$ cat src/hdl/tfs_pkg.sv
// Shared constants of the triangular FIR smoother.
`default_nettype none

package tfs_pkg;

    localparam int HALF_WIDTH_BITS = 4;
    localparam logic [HALF_WIDTH_BITS-1:0] HALF_WIDTH_RESET = 4'd1;

endpackage

`default_nettype wire

$ cat src/hdl/tfs_in_if.sv
// Input stream channel: one sample and its end-of-frame flag per transfer.
`default_nettype none

interface tfs_in_if #(
    parameter int SAMPLE_BITS = 16
);
    logic                          valid;
    logic                          ready;
    logic signed [SAMPLE_BITS-1:0] sample_in;
    logic                          frame_end;

    modport source (output valid, output sample_in, output frame_end, input ready);
    modport sink   (input valid, input sample_in, input frame_end, output ready);
endinterface

`default_nettype wire

$ cat src/hdl/tfs_out_if.sv
// Output stream channel: one result sample and its last-of-frame flag per transfer.
`default_nettype none

interface tfs_out_if #(
    parameter int SAMPLE_BITS = 16
);
    logic                          valid;
    logic                          ready;
    logic signed [SAMPLE_BITS-1:0] sample_out;
    logic                          last_out;

    modport source (output valid, output sample_out, output last_out, input ready);
    modport sink   (input valid, input sample_out, input last_out, output ready);
endinterface

`default_nettype wire

$ cat src/hdl/triangular_fir_smoother_top.sv
// Triangular FIR smoother. Samples of a frame enter a circular history memory with one
// write and one registered read port. With n = half_width, each output lags its input by
// n samples; the first and last n samples of a frame pass through, and a frame shorter
// than 2n+1 passes through unchanged. A smoothed sample reads its 2n+1 neighbors one per
// cycle through the read port, weights them 1..n+1..1, and divides by (n+1)^2 in a
// restoring divider that yields one quotient bit a cycle, rounding half away from zero.
// A pass-through sample is read in S_RD and loaded into the output register in S_LD; on
// frame_end the held samples are flushed the same way. The input is taken only between
// items, but the next item may enter while the previous result still waits in the output
// register.
// Writing half_width discards a partial frame; write it only while the block is idle.
`default_nettype none

module triangular_fir_smoother_top
    import tfs_pkg::*;
#(
    parameter int MAX_HALF_WIDTH = 15,
    parameter int SAMPLE_BITS    = 16
)(
    input  wire logic                       clk,
    input  wire logic                       rst_n,
    input  wire logic                       cfg_wr_en,
    input  wire logic [HALF_WIDTH_BITS-1:0] cfg_wr_data,
    tfs_in_if.sink                          in_stream,
    tfs_out_if.source                       out_stream
);

    localparam int HIST_DEPTH = 2 * MAX_HALF_WIDTH + 1;
    localparam int AW         = $clog2(HIST_DEPTH);
    localparam int BUF_DEPTH  = 1 << AW;
    localparam int PW         = $clog2(HIST_DEPTH + 1);
    localparam int NW         = $clog2(MAX_HALF_WIDTH + 1);
    localparam int WW         = $clog2(MAX_HALF_WIDTH + 2);
    localparam int DW         = 2 * WW;
    localparam int ACC_W      = SAMPLE_BITS + 2 * WW + 1;
    localparam int NUM_W      = ACC_W + 1;
    localparam int CW         = $clog2(SAMPLE_BITS);

    typedef enum logic [2:0] {
        S_IDLE,
        S_MAC,
        S_MAC_END,
        S_DIV_SETUP,
        S_DIV,
        S_DIV_OUT,
        S_RD,
        S_LD
    } state_t;

    state_t                     state_reg;
    logic [HALF_WIDTH_BITS-1:0] hw_reg;
    logic [PW-1:0]              fpos_reg;
    logic [AW-1:0]              wp_reg;
    logic                       end_reg;
    logic                       center_reg;
    logic [NW-1:0]              flush_reg;
    logic [AW-1:0]              j_reg;
    logic [WW-1:0]              w_d_reg;
    logic                       mac_vld_reg;
    logic signed [ACC_W-1:0]    acc_reg;
    logic [NUM_W-1:0]           rem_reg;
    logic [NUM_W-1:0]           dsh_reg;
    logic [SAMPLE_BITS-1:0]     q_reg;
    logic                       neg_reg;
    logic [CW-1:0]              cnt_reg;
    logic                       out_valid_reg;
    logic [SAMPLE_BITS-1:0]     out_sample_reg;
    logic                       out_last_reg;
    logic [SAMPLE_BITS-1:0]     rdata_reg;

    logic [SAMPLE_BITS-1:0]     hist_mem [BUF_DEPTH];

    logic                       in_ready;
    logic                       in_acc;
    logic [NW-1:0]              n_eff;
    logic                       p_ge_n;
    logic                       p_ge_2n;
    logic [NW-1:0]              rest;
    logic [PW-1:0]              fpos_inc;
    logic [AW-1:0]              k_sel;
    logic [AW-1:0]              rd_addr;
    logic [AW-1:0]              wr_addr;
    logic [AW-1:0]              n_addr;
    logic [AW-1:0]              tap_off;
    logic [WW-1:0]              weight;
    logic signed [SAMPLE_BITS+WW:0] prod;
    logic [WW-1:0]              np1;
    logic [DW-1:0]              d_val;
    logic [ACC_W-1:0]           mag;
    logic                       div_ge;
    logic [SAMPLE_BITS-1:0]     q_signed;
    logic                       mac_last;

    assign in_ready        = (state_reg == S_IDLE);
    assign in_acc          = in_stream.valid && in_ready;
    assign in_stream.ready = in_ready;

    assign out_stream.valid      = out_valid_reg;
    assign out_stream.sample_out = out_sample_reg;
    assign out_stream.last_out   = out_last_reg;

    // Register values above the supported width clamp to the largest window.
    always_comb
    begin
        if (32'(hw_reg) > MAX_HALF_WIDTH)
            n_eff = NW'(MAX_HALF_WIDTH);
        else
            n_eff = NW'(hw_reg);
    end

    assign p_ge_n   = int'(fpos_reg) >= int'(n_eff);
    assign p_ge_2n  = int'(fpos_reg) >= 2 * int'(n_eff);
    assign rest     = p_ge_n ? n_eff : NW'(fpos_reg) + NW'(1);
    assign fpos_inc = (int'(fpos_reg) < HIST_DEPTH) ? fpos_reg + PW'(1) : fpos_reg;

    // History index k means the sample k places before the newest one.
    assign n_addr  = AW'(n_eff);
    assign k_sel   = center_reg ? n_addr : AW'(flush_reg - NW'(1));
    assign rd_addr = wp_reg - ((state_reg == S_MAC) ? j_reg : k_sel);
    assign wr_addr = wp_reg + AW'(1);

    assign tap_off  = (j_reg > n_addr) ? j_reg - n_addr : n_addr - j_reg;
    assign weight   = WW'(n_eff) + WW'(1) - WW'(tap_off);
    assign mac_last = (j_reg == AW'(2 * int'(n_eff)));
    assign prod     = $signed(rdata_reg) * $signed({1'b0, w_d_reg});

    assign np1    = WW'(n_eff) + WW'(1);
    assign d_val  = DW'(np1) * DW'(np1);
    assign mag    = acc_reg[ACC_W-1] ? $unsigned(-acc_reg) : $unsigned(acc_reg);
    assign div_ge = (rem_reg >= dsh_reg);
    assign q_signed = neg_reg ? SAMPLE_BITS'(0) - q_reg : q_reg;

    always_ff @(posedge clk)
    begin
        if (in_acc)
        begin
            hist_mem[wr_addr] <= in_stream.sample_in;
        end
        rdata_reg <= hist_mem[rd_addr];
    end

    always_ff @(posedge clk or negedge rst_n)
    begin
        if (!rst_n)
        begin
            state_reg      <= S_IDLE;
            hw_reg         <= HALF_WIDTH_RESET;
            fpos_reg       <= '0;
            wp_reg         <= '0;
            end_reg        <= 1'b0;
            center_reg     <= 1'b0;
            flush_reg      <= '0;
            j_reg          <= '0;
            w_d_reg        <= '0;
            mac_vld_reg    <= 1'b0;
            acc_reg        <= '0;
            rem_reg        <= '0;
            dsh_reg        <= '0;
            q_reg          <= '0;
            neg_reg        <= 1'b0;
            cnt_reg        <= '0;
            out_valid_reg  <= 1'b0;
            out_sample_reg <= '0;
            out_last_reg   <= 1'b0;
        end
        else
        begin
            mac_vld_reg <= 1'b0;
            if (mac_vld_reg)
            begin
                acc_reg <= acc_reg + ACC_W'(prod);
            end
            if (out_stream.ready)
            begin
                out_valid_reg <= 1'b0;
            end

            unique case (state_reg)
                S_IDLE:
                begin
                    if (in_acc)
                    begin
                        wp_reg    <= wp_reg + AW'(1);
                        end_reg   <= in_stream.frame_end;
                        flush_reg <= in_stream.frame_end ? rest : '0;
                        acc_reg   <= '0;
                        j_reg     <= '0;
                        fpos_reg  <= in_stream.frame_end ? '0 : fpos_inc;
                        if (p_ge_2n && (n_eff != '0))
                        begin
                            center_reg <= 1'b0;
                            state_reg  <= S_MAC;
                        end
                        else if (p_ge_n)
                        begin
                            // Zero width, or one of the first n samples of a frame, which passes through.
                            center_reg <= 1'b1;
                            state_reg  <= S_RD;
                        end
                        else if (in_stream.frame_end)
                        begin
                            center_reg <= 1'b0;
                            state_reg  <= S_RD;
                        end
                    end
                end
                S_MAC:
                begin
                    w_d_reg     <= weight;
                    mac_vld_reg <= 1'b1;
                    if (mac_last)
                        state_reg <= S_MAC_END;
                    else
                        j_reg <= j_reg + AW'(1);
                end
                S_MAC_END:
                begin
                    state_reg <= S_DIV_SETUP;
                end
                S_DIV_SETUP:
                begin
                    // Rounded quotient is floor((2|acc| + d) / 2d).
                    neg_reg   <= acc_reg[ACC_W-1];
                    rem_reg   <= NUM_W'({mag, 1'b0}) + NUM_W'(d_val);
                    dsh_reg   <= NUM_W'({d_val, 1'b0}) << (SAMPLE_BITS - 1);
                    q_reg     <= '0;
                    cnt_reg   <= CW'(SAMPLE_BITS - 1);
                    state_reg <= S_DIV;
                end
                S_DIV:
                begin
                    if (div_ge)
                    begin
                        rem_reg <= rem_reg - dsh_reg;
                    end
                    q_reg   <= {q_reg[SAMPLE_BITS-2:0], div_ge};
                    dsh_reg <= dsh_reg >> 1;
                    if (cnt_reg == '0)
                        state_reg <= S_DIV_OUT;
                    else
                        cnt_reg <= cnt_reg - CW'(1);
                end
                S_DIV_OUT:
                begin
                    if (!out_valid_reg)
                    begin
                        out_valid_reg  <= 1'b1;
                        out_sample_reg <= q_signed;
                        out_last_reg   <= 1'b0;
                        state_reg      <= (end_reg && (flush_reg != '0)) ? S_RD : S_IDLE;
                    end
                end
                S_RD:
                begin
                    // The read is issued here; the data lands in S_LD.
                    if (!out_valid_reg)
                    begin
                        state_reg <= S_LD;
                    end
                end
                S_LD:
                begin
                    out_valid_reg  <= 1'b1;
                    out_sample_reg <= rdata_reg;
                    if (center_reg)
                    begin
                        out_last_reg <= end_reg && (n_eff == '0);
                        center_reg   <= 1'b0;
                        state_reg    <= (end_reg && (flush_reg != '0)) ? S_RD : S_IDLE;
                    end
                    else
                    begin
                        out_last_reg <= (flush_reg == NW'(1));
                        flush_reg    <= flush_reg - NW'(1);
                        state_reg    <= (flush_reg != NW'(1)) ? S_RD : S_IDLE;
                    end
                end
                default:
                begin
                    state_reg <= S_IDLE;
                end
            endcase

            if (cfg_wr_en)
            begin
                hw_reg   <= cfg_wr_data;
                fpos_reg <= '0;
            end
        end
    end

endmodule

`default_nettype wire

$ cat src/flat_wrapper.sv
// flat-port wrapper written by rule: the top's interface ports become plain ports
module triangular_fir_smoother_top_flat import tfs_pkg::*;
#(
    parameter int MAX_HALF_WIDTH = 15,
    parameter int SAMPLE_BITS    = 16
)
  (clk, rst_n, cfg_wr_en, cfg_wr_data, in_stream_valid, in_stream_sample_in, in_stream_frame_end, in_stream_ready, out_stream_valid, out_stream_sample_out, out_stream_last_out, out_stream_ready);
  tfs_in_if #(.SAMPLE_BITS(SAMPLE_BITS)) in_stream_i ();
  tfs_out_if #(.SAMPLE_BITS(SAMPLE_BITS)) out_stream_i ();
  input  wire logic clk;
  input  wire logic rst_n;
  input  wire logic cfg_wr_en;
  input  wire logic [HALF_WIDTH_BITS-1:0] cfg_wr_data;
  input wire logic [$bits(in_stream_i.valid)-1:0] in_stream_valid;
  input wire logic [$bits(in_stream_i.sample_in)-1:0] in_stream_sample_in;
  input wire logic [$bits(in_stream_i.frame_end)-1:0] in_stream_frame_end;
  output wire logic [$bits(in_stream_i.ready)-1:0] in_stream_ready;
  output wire logic [$bits(out_stream_i.valid)-1:0] out_stream_valid;
  output wire logic [$bits(out_stream_i.sample_out)-1:0] out_stream_sample_out;
  output wire logic [$bits(out_stream_i.last_out)-1:0] out_stream_last_out;
  input wire logic [$bits(out_stream_i.ready)-1:0] out_stream_ready;
  assign in_stream_i.valid = in_stream_valid;
  assign in_stream_i.sample_in = in_stream_sample_in;
  assign in_stream_i.frame_end = in_stream_frame_end;
  assign in_stream_ready = in_stream_i.ready;
  assign out_stream_valid = out_stream_i.valid;
  assign out_stream_sample_out = out_stream_i.sample_out;
  assign out_stream_last_out = out_stream_i.last_out;
  assign out_stream_i.ready = out_stream_ready;
  triangular_fir_smoother_top #(.MAX_HALF_WIDTH(MAX_HALF_WIDTH), .SAMPLE_BITS(SAMPLE_BITS)) u_core (.clk(clk), .rst_n(rst_n), .cfg_wr_en(cfg_wr_en), .cfg_wr_data(cfg_wr_data), .in_stream(in_stream_i), .out_stream(out_stream_i));
endmodule
$ cat config.mk
export PLATFORM = sky130hd
export DESIGN_NAME = triangular_fir_smoother_top_flat
export DESIGN_NICKNAME = d
export VERILOG_FILES = /design/src/hdl/tfs_pkg.sv /design/src/hdl/tfs_in_if.sv /design/src/hdl/tfs_out_if.sv /design/src/hdl/triangular_fir_smoother_top.sv /design/src/flat_wrapper.sv
export SDC_FILE = /design/constraint.sdc
export NUM_CORES = 1
export LEC_CHECK = 0
export ABC_AREA = 1
export BUFFER_PORTS_ARGS = -buffer_cell sky130_fd_sc_hd__buf_4
export CAP_MARGIN = 20
export CORE_MARGIN = 2
export CORE_UTILIZATION = 45
export DETAILED_ROUTE_END_ITERATION = 10
export GPL_TIMING_DRIVEN = 0
export PLACE_DENSITY = 0.61
export SLEW_MARGIN = 20
export SYNTH_ARGS = -nofsm -noshare
export SYNTH_HDL_FRONTEND = slang
export SYNTH_SLANG_ARGS = --single-unit
$ cat constraint.sdc
create_clock -name clk -period 12.1 [get_ports clk]
set_clock_uncertainty 0.1 [all_clocks]
set_input_delay 0.605 -clock clk [delete_from_list [all_inputs] [get_ports clk]]
set_output_delay 0.605 -clock clk [all_outputs]
set_load 0.02 [all_outputs]
==> impl_summary.txt <==
----------------------------------------------------
[Global routing]
  Vias in the first global route ... 25,900
  Initial antenna violation count ... 3
  Total track usage ... 24.6%
  Maximum number of pins on one net before global-route repair ... 79
  Global-route wire length before repair ... 155 mm
  Overflow after GRT ... 0

[Floorplanning]
  Number of I/O pins ... 45
  Vertical die dimension ... 289 um
  Area of the die ... 83,800 um2
  Initial cell density of the core ... 45.5%
  Standard-cell rows ... 104
  Die Span X ... 289 um
  Core Footprint ... 80,500 um2

[Status]
  Status ... finished, final reports clean

[Timing]
  Final worst path period share ... 54.8%
  Final Hold Viols ... 0
  Slew of the pin with the lowest slew margin ... 1.11 ns
  Number of max-slew violations in the final report ... 0
  Maximum frequency from static timing analysis ... 151 MHz
  Headroom to the max-slew limit ... 25.9%
  RSZ-0062 raised after global routing ... no
  Final count of negative-setup-slack endpoints ... 0
  Crit path time final ... 6.63 ns
  Summed negative setup slack over all endpoints ... 0 ns

[Setup path]
  Worst r2r src ... u_core.hw_reg[0]
  Required arrival time at the worst endpoint ... 12.56 ns
  Arrival time of the worst setup path ... 7.09 ns
  Largest fanout on the critical path ... 9
  Kind of critical path ... reg2reg
  Beginning of the critical path ... u_core.hw_reg[0]
  Most repeated library cell on the critical path ... nand2_1
  Critical Path Slowest Stage Cell ... dfstp_2
  Endpoint class of the critical path ... register
  Worst stage delay on the critical path ... 0.60 ns
  Element type at the critical path start ... register

[Clock tree]
  Post-CTS clock slew at the launch and capture registers of the worst setup and hold paths ... 0.06 ns
  Root Buffer Master ... clkbuf_16
  PostCTS Resize Cnt ... 0
  CTS tree ... built
  TritonCTS Buffers ... 77
  Clock tree sinks ... 682
  Max Root-Sink Buffers ... 3
  Clk Latency, worst-skew pair ... 0.63 ns
  CTS H-Tree Depth ... 3

[Placed design]
  Final weighted congestion in routability-driven placement ... 0.954
  PortBufs ... 43
  Sum of net half-perimeters after detailed placement ... 73.2 mm

[Detailed routing]
  Total number of vias ... 26,600
  Final routed wire length divided by cell count ... 20.8 um
  DRC marker count from the first detailed-route iteration ... 2,125
  Routed Antenna Nets ... 0
  Drt pass-1 iters ... 7
  DRC ... 0
  Via-to-Cell Ratio ... 5.44
  Total wirelength of the detailed-routed design ... 102 mm

[Final layout]
  Flip-flop count of the largest register after layout ... 512
  Area growth, synth to finish ... 12.3%
  Number of nets at the end of the flow ... 4,031
  Layout cells sized above 1 ... 8.36%
  FILL cells ... 7,213

[Synthesis]
  Count of unique library cells instantiated by Yosys ... 59
  Number of warnings printed during yosys synthesis ... 0
  Synthesized area ... 36,700 um2
  Post-Synthesis Cells ... 3,643
  Sequential element share of the synthesized area ... 53.3%
  Post-synth top area cell ... edfxtp_1
  Most area-consuming cells after synthesis ... edfxtp_1 42%, dfrtp_1 10%, nand2_1 5.7%, inv_1 5.5%, ha_1 4.6%
  Number of storage elements in the synthesis netlist ... 682
  Syn Nets ... 3,886
  Mean area per synthesized cell ... 10.1 um2
  Synth top area share ... 41.9%

[Flow run]
  Max-cap viol count ... 0

[Worst hold path]
  Worst Min Path Start ... out_stream_ready
  Classification of the worst-slack hold path ... in2reg

----------------------------------------------------
## cells in the final DEF (no fill, tap or decap), types with 29 or more instances in the layout
cell type and count:
nand2_1 555, clkbuf_16 78, dfrtp_1 153, xor2_1 45, nor3_1 29, nor2_1 137
o211ai_1 103, buf_2 32, ha_1 136, nor2_2 42, nand3_1 128, mux2i_1 145
clkbuf_1 117, a31oi_1 53, a21oi_1 286, o22ai_1 36, buf_4 49, inv_1 539
fa_1 81, o21ai_0 330, edfxtp_1 512
## cell type report
type,instances,area [um2],share of cell area (%)
plain buffers,148,629,1.53
well taps,1060,1330,3.22
diodes,1,2.50,0.00608
flip-flops and latches,682,19600,47.5
clock buffers,94,2030,4.93
inverters,550,2060,5.01
multi-input cells,2263,14500,35.2
clock inverters,37,429,1.04
repair buffers,66,638,1.55
## Yosys cell counts, drive strengths merged
| cell | number |
|---|---|
| or2 | 10 |
| mux2i | 145 |
| o21a | 2 |
| and2 | 1 |
| nor4 | 7 |
| fa | 81 |
| o21bai | 7 |
| conb | 1 |
| inv | 549 |
| clkbuf | 104 |
| o311ai | 3 |
| nand3b | 6 |
| buf | 44 |
| nor3 | 33 |
| o211ai | 103 |
| ha | 136 |
| a21oi | 287 |
| a211oi | 4 |
| dfrtp | 153 |
| nand2 | 579 |
| a21boi | 3 |
| dfstp | 1 |
| clkinv | 1 |
| o22ai | 36 |
| edfxtp | 512 |
| nand4 | 25 |
| a22o | 1 |
| xnor2 | 16 |
| dfxtp | 16 |
| xor2 | 46 |
| a22oi | 1 |
| nand3 | 134 |
| o221ai | 9 |
| a32o | 1 |
| a31oi | 53 |
| a21o | 7 |
| nor2 | 188 |
| a31o | 2 |
| o21ai | 335 |
| o2111ai | 1 |
## repair_timing
item,CTS,global route
setup buffers,0,0
hold buffers,1,0
endpoints found under the hold margin,76,0
## per-layer routing
layer  global-route usage [%]  vias up  routed length, um
met4                     6.78        0               2590
met3                     3.46      141               6070
li1                         -    12800                  -
met1                     33.2    12900              44300
met2                     41.5      808              49000
met5                        0        -                  0
## through the flow
step / instances / util, % / setup WS, ns / area, um2 / hold slack (ns)
2_1_floorplan: 3643 / - / 6.61 / 36700 / 0.209
3_3_place_gp: 4746 / 47.6 / 5.53 / 38300 / 0.362
6_report: 4901 / 51.1 / 5.47 / 41200 / 0.0579
3_5_place_dp: 4768 / 48.1 / 5.51 / 38700 / 0.366
4_1_cts: 4900 / 51.1 / 5.48 / 41200 / 0.0289
5_1_grt: 4900 / 51.1 / 4.99 / 41200 / 0.0574
## cells by family after synthesis
family | count (synthesis) | share of synthesized area [%]
compound gates | 855 | 13.1
xor+xnor | 62 | 1.55
fa+ha+maj | 217 | 9.07
buf+inv | 698 | 7.35
flops | 682 | 53.3
mux | 145 | 3.96
other cells | 1 | 0.0102
simple gates | 983 | 11.7
## worst paths after layout
kind	to	slack (ns)	depth (start not counted)
max	u_core.rem_reg[11]	5.47	28
min reg2reg	u_core.rem_reg[4]	0.38	2
min	u_core.out_stream.valid	0.06	2
min in group asynchronous	u_core.q_reg[12]	0.46	2
max reg2reg	u_core.rem_reg[11]	5.47	28
max in group asynchronous	u_core.hw_reg[0]	10.55	3
## critical path, delay by kind of cell, from the launching register on
kind | cells | cell delay [ns]
xor+xnor | 2 | 0.58
compound gates | 7 | 1.42
buf+inv | 4 | 0.68
fa+ha+maj | 5 | 1.95
simple gates | 10 | 1.21
flops | 1 | 0.60
Power is left out: the tool's default activity adds up to more than one toggle a clock period on the data nets, which glitch-free logic cannot reach.
